**src/rtl/core/dbpc_pkg.sv**
```systemverilog
package dbpc_pkg;

    localparam int FILTER_FRAC_BITS_DEF = 12;
    localparam int TIME_BITS_DEF        = 32;

    localparam int CFG_W       = 16;
    localparam int CFG_INDEX_W = 2;
    localparam int ANGLE_W     = 7;
    localparam int STATE_W     = 3;
    localparam int NOW_W       = 32;

    localparam logic [CFG_INDEX_W-1:0] CFG_LONG_PRESS = CFG_INDEX_W'(0);
    localparam logic [CFG_INDEX_W-1:0] CFG_TILT_PRESS = CFG_INDEX_W'(1);

    localparam logic [CFG_W-1:0] LONG_PRESS_RESET = CFG_W'(1000);
    localparam logic [CFG_W-1:0] TILT_PRESS_RESET = CFG_W'(3000);

    localparam logic [ANGLE_W-1:0] ANGLE_UP_END = ANGLE_W'(0);
    localparam logic [ANGLE_W-1:0] ANGLE_DOWN   = ANGLE_W'(100);
    localparam logic [ANGLE_W-1:0] ANGLE_TILT   = ANGLE_W'(30);

    typedef enum logic [STATE_W-1:0] {
        MODE_OFF            = 3'd0,
        MODE_UP             = 3'd1,
        MODE_UP_END         = 3'd2,
        MODE_DOWN           = 3'd3,
        MODE_DOWN_END       = 3'd4,
        MODE_DOWN_END_ANGLE = 3'd5
    } mode_t;

    typedef struct packed {
        logic up;
        logic down;
    } press_t;

    typedef struct packed {
        mode_t              mode;
        logic [ANGLE_W-1:0] angle;
        logic               changed;
        logic               publish;
    } result_t;

endpackage

```
**src/rtl/core/double_button_press_classifier.sv**
```systemverilog
// Classifies presses of an up and a down button from raw pin samples.
// Each input transfer carries one sample of both pins and a millisecond
// timestamp; each sample produces exactly one output transfer holding the
// press state, the angle target and the changed and publish flags.
// Both channels use valid and stall; a transfer happens on a rising edge
// with valid high and stall low.
// A sample goes into an input register, is filtered and classified, and
// lands in the result register, from which it is offered to the receiver.
// One sample is taken every cycle while in_stall is low; the filter and
// state update sit combinationally between the two registers.
// When the receiver stalls, the result register holds and the input
// register holds the next sample, so the input stalls once both are full.
// Reset clears both filters, the state (off), timers and angle, and sets
// the hold times to 1000 ms and 3000 ms. The user must write the hold times
// via the configuration port only with no sample in flight (not enforced).
module double_button_press_classifier #(
    parameter int FILTER_FRAC_BITS = dbpc_pkg::FILTER_FRAC_BITS_DEF,
    parameter int TIME_BITS        = dbpc_pkg::TIME_BITS_DEF
) (
    input  logic                             clk,
    input  logic                             rst_n,
    input  logic                             cfg_we,
    input  logic [dbpc_pkg::CFG_INDEX_W-1:0] cfg_index,
    input  logic [dbpc_pkg::CFG_W-1:0]       cfg_data,
    input  logic                             in_valid,
    output logic                             in_stall,
    input  logic                             up_pin,
    input  logic                             down_pin,
    input  logic [dbpc_pkg::NOW_W-1:0]       now_ms,
    output logic                             out_valid,
    input  logic                             out_stall,
    output logic [dbpc_pkg::STATE_W-1:0]     press_state,
    output logic [dbpc_pkg::ANGLE_W-1:0]     angle_percent,
    output logic                             changed,
    output logic                             publish
);

    logic [dbpc_pkg::CFG_W-1:0] long_press_reg;
    logic [dbpc_pkg::CFG_W-1:0] tilt_press_reg;
    logic                       in_valid_reg;
    logic                       up_pin_reg;
    logic                       down_pin_reg;
    logic [TIME_BITS-1:0]       now_reg;
    logic                       out_valid_reg;
    dbpc_pkg::result_t          result_reg;
    dbpc_pkg::result_t          result_next;
    dbpc_pkg::press_t           press;
    logic                       advance;
    logic                       in_take;

    assign advance  = in_valid_reg && (!out_valid_reg || !out_stall);
    assign in_stall = in_valid_reg && !advance;
    assign in_take  = in_valid && !in_stall;

    always_ff @(posedge clk or negedge rst_n)
    begin
        if (!rst_n)
        begin
            long_press_reg <= dbpc_pkg::LONG_PRESS_RESET;
            tilt_press_reg <= dbpc_pkg::TILT_PRESS_RESET;
        end
        else if (cfg_we)
        begin
            case (cfg_index)
                dbpc_pkg::CFG_LONG_PRESS: long_press_reg <= cfg_data;
                dbpc_pkg::CFG_TILT_PRESS: tilt_press_reg <= cfg_data;
                default:
                begin
                    long_press_reg <= long_press_reg;
                end
            endcase
        end
    end

    always_ff @(posedge clk or negedge rst_n)
    begin
        if (!rst_n)
        begin
            in_valid_reg <= 1'b0;
        end
        else if (in_take)
        begin
            in_valid_reg <= 1'b1;
        end
        else if (advance)
        begin
            in_valid_reg <= 1'b0;
        end
    end

    always_ff @(posedge clk)
    begin
        if (in_take)
        begin
            up_pin_reg   <= up_pin;
            down_pin_reg <= down_pin;
            now_reg      <= now_ms[TIME_BITS-1:0];
        end
    end

    dbpc_filter #(
        .FRAC_BITS (FILTER_FRAC_BITS)
    ) u_up_filter (
        .clk     (clk),
        .rst_n   (rst_n),
        .en      (advance),
        .pin     (up_pin_reg),
        .pressed (press.up)
    );

    dbpc_filter #(
        .FRAC_BITS (FILTER_FRAC_BITS)
    ) u_down_filter (
        .clk     (clk),
        .rst_n   (rst_n),
        .en      (advance && !press.up),
        .pin     (down_pin_reg),
        .pressed (press.down)
    );

    dbpc_fsm #(
        .TIME_BITS (TIME_BITS)
    ) u_fsm (
        .clk           (clk),
        .rst_n         (rst_n),
        .en            (advance),
        .press         (press),
        .now           (now_reg),
        .long_press_ms (long_press_reg),
        .tilt_press_ms (tilt_press_reg),
        .result        (result_next)
    );

    always_ff @(posedge clk or negedge rst_n)
    begin
        if (!rst_n)
        begin
            out_valid_reg <= 1'b0;
        end
        else if (advance)
        begin
            out_valid_reg <= 1'b1;
        end
        else if (!out_stall)
        begin
            out_valid_reg <= 1'b0;
        end
    end

    always_ff @(posedge clk)
    begin
        if (advance)
        begin
            result_reg <= result_next;
        end
    end

    assign out_valid     = out_valid_reg;
    assign press_state   = result_reg.mode;
    assign angle_percent = result_reg.angle;
    assign changed       = result_reg.changed;
    assign publish       = result_reg.publish;

endmodule

```
**src/rtl/core/dbpc_filter.sv**
```systemverilog
module dbpc_filter #(
    parameter int FRAC_BITS = dbpc_pkg::FILTER_FRAC_BITS_DEF
) (
    input  logic clk,
    input  logic rst_n,
    input  logic en,
    input  logic pin,
    output logic pressed
);

    localparam int FW = FRAC_BITS + 4;
    localparam int XW = FW + 4;
    localparam int SHIFT = XW + 4;
    localparam int RW = SHIFT - 3;
    localparam longint unsigned RECIP = (64'd1 << SHIFT) / 10;
    localparam logic [FW-1:0] ONE  = FW'(1) << FRAC_BITS;
    localparam logic [FW-1:0] FIVE = FW'(5) << FRAC_BITS;

    logic [FW-1:0]    filter_reg;
    logic [FW-1:0]    filter_next;
    logic [XW-1:0]    scaled;
    logic [XW+RW-1:0] product;
    logic [FW-1:0]    quot_est;
    logic [XW-1:0]    remainder;
    logic [FW-1:0]    quot;

    // The pin term is a multiple of ten, so only nine tenths of the old value need dividing.
    assign scaled    = {filter_reg, 3'b000} + XW'(filter_reg);
    assign product   = (XW+RW)'(scaled) * (XW+RW)'(RW'(RECIP));
    assign quot_est  = product[SHIFT +: FW];
    assign remainder = scaled - (XW'({quot_est, 3'b000}) + XW'({quot_est, 1'b0}));
    assign quot      = (remainder >= XW'(10)) ? quot_est + FW'(1) : quot_est;

    assign filter_next = quot + (pin ? ONE : FW'(0));
    assign pressed     = filter_next > FIVE;

    always_ff @(posedge clk or negedge rst_n)
    begin
        if (!rst_n)
        begin
            filter_reg <= '0;
        end
        else if (en)
        begin
            filter_reg <= filter_next;
        end
    end

endmodule

```
**src/rtl/core/dbpc_fsm.sv**
```systemverilog
module dbpc_fsm #(
    parameter int TIME_BITS = dbpc_pkg::TIME_BITS_DEF
) (
    input  logic                       clk,
    input  logic                       rst_n,
    input  logic                       en,
    input  dbpc_pkg::press_t           press,
    input  logic [TIME_BITS-1:0]       now,
    input  logic [dbpc_pkg::CFG_W-1:0] long_press_ms,
    input  logic [dbpc_pkg::CFG_W-1:0] tilt_press_ms,
    output dbpc_pkg::result_t          result
);

    dbpc_pkg::mode_t                mode_reg;
    dbpc_pkg::mode_t                mode_next;
    logic [TIME_BITS-1:0]           up_start_reg;
    logic [TIME_BITS-1:0]           up_start_next;
    logic [TIME_BITS-1:0]           down_start_reg;
    logic [TIME_BITS-1:0]           down_start_next;
    logic [dbpc_pkg::ANGLE_W-1:0]   angle_reg;
    logic [dbpc_pkg::ANGLE_W-1:0]   angle_next;
    logic                           changed;
    logic                           publish;
    logic [TIME_BITS-1:0]           up_elapsed;
    logic [TIME_BITS-1:0]           down_elapsed;
    logic                           up_long;
    logic                           down_long;
    logic                           down_tilt;

    assign up_elapsed   = now - up_start_reg;
    assign down_elapsed = now - down_start_reg;
    assign up_long      = up_elapsed > TIME_BITS'(long_press_ms);
    assign down_long    = down_elapsed > TIME_BITS'(long_press_ms);
    assign down_tilt    = down_elapsed > TIME_BITS'(tilt_press_ms);

    always_comb
    begin
        mode_next = mode_reg;
        if (press.up)
        begin
            case (mode_reg)
                dbpc_pkg::MODE_UP_END:
                begin
                    mode_next = mode_reg;
                end
                dbpc_pkg::MODE_UP:
                begin
                    if (up_long)
                    begin
                        mode_next = dbpc_pkg::MODE_UP_END;
                    end
                end
                default:
                begin
                    mode_next = dbpc_pkg::MODE_UP;
                end
            endcase
        end
        else if (press.down)
        begin
            case (mode_reg)
                dbpc_pkg::MODE_DOWN:
                begin
                    if (down_long)
                    begin
                        mode_next = dbpc_pkg::MODE_DOWN_END;
                    end
                end
                dbpc_pkg::MODE_DOWN_END:
                begin
                    if (down_tilt)
                    begin
                        mode_next = dbpc_pkg::MODE_DOWN_END_ANGLE;
                    end
                end
                dbpc_pkg::MODE_DOWN_END_ANGLE:
                begin
                    mode_next = mode_reg;
                end
                default:
                begin
                    mode_next = dbpc_pkg::MODE_DOWN;
                end
            endcase
        end
        else
        begin
            mode_next = dbpc_pkg::MODE_OFF;
        end
    end

    always_comb
    begin
        up_start_next   = up_start_reg;
        down_start_next = down_start_reg;
        angle_next      = angle_reg;
        changed         = 1'b0;
        publish         = 1'b0;
        if (press.up)
        begin
            case (mode_reg)
                dbpc_pkg::MODE_UP_END:
                begin
                    changed = 1'b0;
                end
                dbpc_pkg::MODE_UP:
                begin
                    if (up_long)
                    begin
                        angle_next = dbpc_pkg::ANGLE_UP_END;
                        changed    = 1'b1;
                    end
                end
                default:
                begin
                    up_start_next = now;
                    changed       = 1'b1;
                    publish       = 1'b1;
                end
            endcase
        end
        else if (press.down)
        begin
            case (mode_reg)
                dbpc_pkg::MODE_DOWN:
                begin
                    if (down_long)
                    begin
                        angle_next = dbpc_pkg::ANGLE_DOWN;
                        changed    = 1'b1;
                    end
                end
                dbpc_pkg::MODE_DOWN_END:
                begin
                    if (down_tilt)
                    begin
                        angle_next = dbpc_pkg::ANGLE_TILT;
                        changed    = 1'b1;
                    end
                end
                dbpc_pkg::MODE_DOWN_END_ANGLE:
                begin
                    changed = 1'b0;
                end
                default:
                begin
                    down_start_next = now;
                    angle_next      = dbpc_pkg::ANGLE_DOWN;
                    changed         = 1'b1;
                    publish         = 1'b1;
                end
            endcase
        end
        else if (mode_reg != dbpc_pkg::MODE_OFF)
        begin
            changed = (mode_reg == dbpc_pkg::MODE_UP) || (mode_reg == dbpc_pkg::MODE_DOWN);
            publish = 1'b1;
        end
    end

    always_ff @(posedge clk or negedge rst_n)
    begin
        if (!rst_n)
        begin
            mode_reg       <= dbpc_pkg::MODE_OFF;
            up_start_reg   <= '0;
            down_start_reg <= '0;
            angle_reg      <= '0;
        end
        else if (en)
        begin
            mode_reg       <= mode_next;
            up_start_reg   <= up_start_next;
            down_start_reg <= down_start_next;
            angle_reg      <= angle_next;
        end
    end

    assign result.mode    = mode_next;
    assign result.angle   = angle_next;
    assign result.changed = changed;
    assign result.publish = publish;

endmodule

```
**config.mk**
```make
export PLATFORM = sky130hd
export DESIGN_NAME = double_button_press_classifier
export DESIGN_NICKNAME = d
export VERILOG_FILES = /design/src/rtl/core/dbpc_pkg.sv /design/src/rtl/core/double_button_press_classifier.sv /design/src/rtl/core/dbpc_filter.sv /design/src/rtl/core/dbpc_fsm.sv
export SDC_FILE = /design/constraint.sdc
export NUM_CORES = 1
export LEC_CHECK = 0
export ABC_AREA = 1
export ABC_CLOCK_PERIOD_IN_PS = 16000
export BUFFER_PORTS_ARGS = -buffer_cell sky130_fd_sc_hd__buf_2
export CAP_MARGIN = 25
export CORE_MARGIN = 3
export CORE_UTILIZATION = 46
export DETAILED_ROUTE_END_ITERATION = 10
export PLACE_DENSITY = 0.73
export SYNTH_ARGS = -nofsm -noshare
export SYNTH_HDL_FRONTEND = slang
export SYNTH_SLANG_ARGS = --single-unit
export TNS_END_PERCENT = 20
```
**constraint.sdc**
```tcl
create_clock -name clk -period 16 [get_ports clk]
set_clock_uncertainty 0.15 [all_clocks]
set_input_delay 2.4 -clock clk [delete_from_list [all_inputs] [get_ports clk]]
set_output_delay 2.4 -clock clk [all_outputs]
set_load 0.01 [all_outputs]
```
==> Word level (Yosys, flattened, before mapping) <==
Index checks and enable logic that the tools add are counted.
{ "totals": {"mem_count": 0, "latchBits": 0, "wordCells": 103, "ram_bits": 0, "output_inout_bits": 14, "romBits": 0, "register_bits": 186, "in_bits": 57} }
{ "op_classes": {"reduce_logical": 20, "n_mul": 2, "bitwise_logic": 3, "eq_ne": 7, "n_mux": 35, "shift": 0, "n_addsub": 12, "n_div": 0, "n_lt_le_gt_ge": 7} }
{ "op_table": {"columns": ["cell", "n"], "rows": [
  ["$gt 32x16->1", 3],
  ["$mul 20x21->40 const B", 2],
  ["$sub 32x32->32", 2],
  ["$mux 7", 6],
  ["$add 19x16->20", 2],
  ["$add 19x17->20", 2],
  ["$ge 20x4->1 const B", 2],
  ["$sub 20x20->20", 2],
  ["$add 16x1->16 const B", 2],
  ["$add 16x16->16", 2],
  ["$gt 16x15->1 const B", 2],
  ["$mux 16", 2],
  ["$mux 13", 2],
  ["$pmux 7 s3", 1],
  ["$mux 1", 15],
  ["$mux 3", 5],
  ["$pmux 3 s3", 1],
  ["$eq 3x2->1 const B", 2],
  ["$eq 3x3->1 const B", 2],
  ["$pmux 3 s2", 1],
  ["$logic_not 1->1", 5],
  ["$logic_and 1x1->1", 4],
  ["$reduce_and 2->1", 2],
  ["$reduce_and 4->1", 1],
  ["13 further kinds", 16]
]} }

==> Depth between registers and ports, before layout <==
{ "depth": {"word_depth": 10, "ltp_mapped": 79, "mapped_depth_nobuf": 78} }

==> Modules after synthesis <==
A second synthesis with hierarchy kept.
{ "unflattened": {"cells_unflattened": 4503, "area_unflattened_um2": 31735.4} }
{ "modules_own_cells": {"columns": ["module", "seq_area_each_um2", "instances", "area_per_inst_um2", "cells_each"], "rows": [
  ["dbpc_filter (u_up_filter)", 400.4, 1, 10014.6, 1401],
  ["dbpc_filter (u_down_filter)", 400.4, 1, 9843.2, 1401],
  ["dbpc_fsm", 1851.8, 1, 9034.9, 1499],
  ["double_button_press_classifier", 2248.4, 1, 2842.7, 202]
]} }

==> Worst setup path before layout <==
OpenSTA, ideal clock, no wires.
{ "synth_path": {"path_type": "flip-flop to flip-flop", "from": "register u_up_filter.filter_reg[0]", "to": "register result_reg, in the netlist changed (data pin)", "synth_period_minus_slack_ns": 11.640, "arrival_time_ns": 11.235, "path_slack_ns": 4.360, "setup_time_ns": 0.254, "stages_incl_launch_ff": 70, "n_path_buf": 1, "required_time_ns": 15.596, "path_cell_list": "dfrtp_1 > ha_1 > inv_1 > fa_1 > inv_1 > nand3_1 > nand2_1 > a21oi_4 > o21ai_4 > a21oi_1 > o31ai_1 > xor2_1 > inv_1 > nor2_1 > inv_1 > nand2_1 > inv_1 > ha_1 > [34 not listed] > nor2_8 > nand3_4 > inv_1 > nor4_1 > xor2_1 > inv_1 > ha_1 > ha_1 > inv_1 > nand2_1 > nor2_1 > nand2_1 > nor2_2 > nand2_2 > a21oi_2 > buf_4 > o21ai_0 > o21a_1"} }
{ "synth_rtl": {"columns": ["item", "line_no", "source"], "rows": [
  ["start, declared", "dbpc_filter.sv:19", "logic [FW-1:0] filter_reg;"],
  ["start signal, assigned", "dbpc_filter.sv:45", "filter_reg <= filter_next;"],
  ["end signal, assigned", "double_button_press_classifier.sv:154", "result_reg <= result_next;"],
  ["end, declared", "double_button_press_classifier.sv:45", "dbpc_pkg::result_t result_reg;"]
]} }

==> Worst setup path in the final report <==
{ "layout_path": {"from": "register u_up_filter.filter_reg[0]", "to": "register u_fsm.up_start_reg[0]"} }
{ "layout_via": {"elab_chain_len": 9, "elab_cells_between_ends": 10, "cone_classes": "add/sub (5); mul (1); order compare (2); mux (1); reduce/logical (1)"} }
{ "layout_lines": {"columns": ["item", "line_no", "source"], "rows": [
  ["$add 19x16->20 (*)", "dbpc_filter.sv:28", "assign scaled = {filter_reg, 3'b000} + XW'(filter_reg);"],
  ["$mul 20x21->40", "dbpc_filter.sv:29", "assign product = (XW+RW)'(scaled) * (XW+RW)'(RW'(RECIP));"],
  ["$add 19x17->20", "dbpc_filter.sv:31", "assign remainder = scaled - (XW'({quot_est, 3'b000}) + XW'({quot_est, 1'b0}));"],
  ["$sub 20x20->20", "dbpc_filter.sv:31", null],
  ["$ge 20x4->1", "dbpc_filter.sv:32", "assign quot = (remainder >= XW'(10)) ? quot_est + FW'(1) : quot_est;"],
  ["$mux 16 (*)", "dbpc_filter.sv:32", null],
  ["$add 16x16->16 (*)", "dbpc_filter.sv:34", "assign filter_next = quot + (pin ? ONE : FW'(0));"],
  ["named net u_up_filter.filter_next[13]", "dbpc_filter.sv:20", "logic [FW-1:0] filter_next;"],
  ["$gt 16x15->1 (*)", "dbpc_filter.sv:35", "assign pressed = filter_next > FIVE;"],
  ["$reduce_and 3->1 (no line) (*)", null, null],
  ["end signal, assigned", "dbpc_fsm.sv:173", "up_start_reg <= up_start_next;"],
  ["end, declared", "dbpc_fsm.sv:16", "logic [TIME_BITS-1:0] up_start_reg;"]
]} }
Mark *: on every way through the listed nets, which the timed path passes. The rest lies on a longest branch.
A chain may end at the register's enable or synchronous reset.

==> metrics.txt <==
Tcrit/Tclk final=89.4%; CP max FO=64; Synth area leader=ha_1; Peak Freq=69.9 MHz; Clock Latency Late Sink=0.46 ns; DRC=0; sequential share of the synthesized area=16.2%; CTS tree=yes; Met2 Wirelength=36800 um; #FFs+latches synth=186; Max Cap Viol=0; H-tree depth=4; status=completed; largest net degree at the start of global routing=83; top post-synthesis cells by area=ha_1 (20%), fa_1 (14%), nand2_1 (11%); slowest stage cell, crit path=dfrtp_1; GRT Total Usage=22.8%; Sink Count=186; via count=25835; relative slew slack=35.3%; Worst Setup End Kind=register; number of buffers created by CTS=17; initial drt markers=1663; hold violation count in the final report=0; synthesized cell area=0.0303 sq mm; Final min period=14.31 ns; post-DR wirelength/cell=15.9 um; # hold bufs at CTS=0; clk slew on worst S/H paths=0.08 ns; Worst path most repeated cell=inv_1; fin worst setup slack=1.69 ns; Startpoint Class=register; starting density of the core=46.7%; Vias/cell=5.19; Ant. Diodes=0; syn_area_per_cell=7.48 sq um; share of the synthesized area in the top cell type=20.3%; PortBufs=70; Area Overhead vs Synth=6.31%; RSZ-0062 raised after global routing=no; Worst Path Arrival=14.46 ns; # Post-CTS Setup Buffers=0; syn_nets=4812; Placement Setup Slack=1.71 ns; grt ovf=0; drt total wl=79400 um; Final Util=49.6%; Gate Count Post-Synth=4045; DR top layer=met4; die height=262 um; Yosys Warn Count=0; HP Class=register to register; floorplan core area=0.0648 sq mm; chip width=262 um; TNS Setup=0 ns; die area=0.0689 sq mm; Setup-failing EPs final=0; initial antenna violation count=5; maximum root-to-sink buffer count=2; Final GP Congestion=0.979; Worst-Margin Slew=0.964 ns; IO Count=71; share of cells above drive strength 1=7.49%; dpl hpwl=68800 um; post-route ant nets=0; number of core rows=93; Cell variety after synth=67; first-pass GRT wire length=129000 um; PostCTS Resize Cnt=0; routed length on met3=3800 um; vias in the first global route=25071; Layout Nets=4880; WS Path Type=register to register; slowest stage delay, CP=0.76 ns; drt first pass iters=6; Metal-1 WL=36900 um; required time worst endpoint=16.16 ns; Root Driver=clkbuf_16; max-slew violations=0
layer usage:
| metal | up-vias | GRT usage (%) |
|---|---|---|
| li1 | 13025 | - |
| met1 | 12086 | 31.5 |
| met2 | 621 | 38.2 |
| met3 | 103 | 2.82 |
| met4 | 0 | 5.47 |
| met5 | - | 0 |
path summary, 6_finish.rpt:
check | from | to | slack, ns | cells after the start
worst min register to register | u_fsm.down_start_reg[19] | u_fsm.down_start_reg[19] | 0.34 | 2
min in group asynchronous | rst_n | tilt_press_reg[6] | 1.83 | 1
max in group asynchronous | rst_n | u_fsm.down_start_reg[16] | 12.53 | 2
worst max-delay path | u_up_filter.filter_reg[0] | u_fsm.up_start_reg[0] | 1.69 | 69
worst max register to register | u_up_filter.filter_reg[0] | u_fsm.up_start_reg[0] | 1.69 | 69
worst min-delay path | u_fsm.down_start_reg[19] | u_fsm.down_start_reg[19] | 0.34 | 2
worst max-delay path: cells and delay by family (launching register included):
kind | cells | cell delay, ns
AO/OA/AOI/OAI | 11 | 2.35
XOR/XNOR | 4 | 1.14
adder cells (fa/ha/maj) | 13 | 4.82
buffers and inverters | 14 | 1.14
flip-flops | 1 | 0.76
AND/OR/NAND/NOR | 27 | 3.80
final cells by class:
type | count | area [sq um]
multi-input cells | 2934 | 21800
well taps | 855 | 1070
clock inverters | 14 | 130
clock buffers | 18 | 439
repair buffers | 82 | 474
flip-flops and latches | 186 | 4900
fillers | 6329 | 32600
inverters | 892 | 3350
Yosys cell counts, drive strengths merged:
| cell | n |
|---|---|
| o31ai | 3 |
| ha | 492 |
| a221oi | 2 |
| o41ai | 1 |
| nand3 | 184 |
| fa | 218 |
| nor3 | 42 |
| a211oi | 7 |
| o22ai | 1 |
| o21a | 13 |
| o211ai | 8 |
| o211a | 1 |
| a21boi | 8 |
| a21oi | 217 |
| nor3b | 2 |
| o21bai | 27 |
| a21o | 23 |
| nand3b | 14 |
| o221ai | 7 |
| xor2 | 94 |
| xnor2 | 43 |
| o21ai | 227 |
| a31o | 4 |
| and3 | 1 |
| a41oi | 1 |
| nor2 | 240 |
| clkinv | 3 |
| dfrtp | 127 |
| or3b | 1 |
| inv | 889 |
| dfstp | 13 |
| clkbuf | 10 |
| o221a | 3 |
| a31oi | 25 |
| nand2 | 939 |
| nand4 | 55 |
| edfxtp | 46 |
| and2 | 5 |
| nor4 | 13 |
| or2 | 13 |
| buf | 23 |
metrics by stage:
stage / std cells / cell area (sq um) / hold slack [ns]
final: 4981 / 32200 / 0.336
after global routing: 4981 / 32200 / 0.353
after CTS: 4979 / 32100 / 0.339
after detailed placement: 4947 / 31600 / 0.319
after global placement: 4947 / 31600 / 0.313
after floorplan: 4045 / 30300 / 0.284
logic make-up (layout without fill, tap and decap cells):
kind of cell,Yosys count,after routing,synth area share (%)
adder cells (fa/ha/maj),710,710,34.8
AND/OR/NAND/NOR,1509,1509,21.7
flip-flops,186,186,16.2
AO/OA/AOI/OAI,578,578,11.3
buffers and inverters,925,1006,11.8
XOR/XNOR,137,137,4.24
layout by cell type (no fill, tap or decap), types with 17 or more instances in the layout:
cell,n
buf_2,69
dfrtp_1,127
xnor2_1,42
nand3_1,176
a31oi_1,25
o21ai_0,143
nor2_1,219
nor3_1,36
o21bai_1,26
a21oi_1,212
a21o_1,23
nand2_2,54
fa_1,218
xor2_1,84
o21ai_1,47
nand4_1,54
nor2_2,17
ha_1,492
edfxtp_1,46
inv_1,874
o21ai_2,36
nand2_1,882
clkbuf_16,17
Power is left out: the tool's default activity adds up to more than one toggle a clock period on the data nets, which glitch-free logic cannot reach.
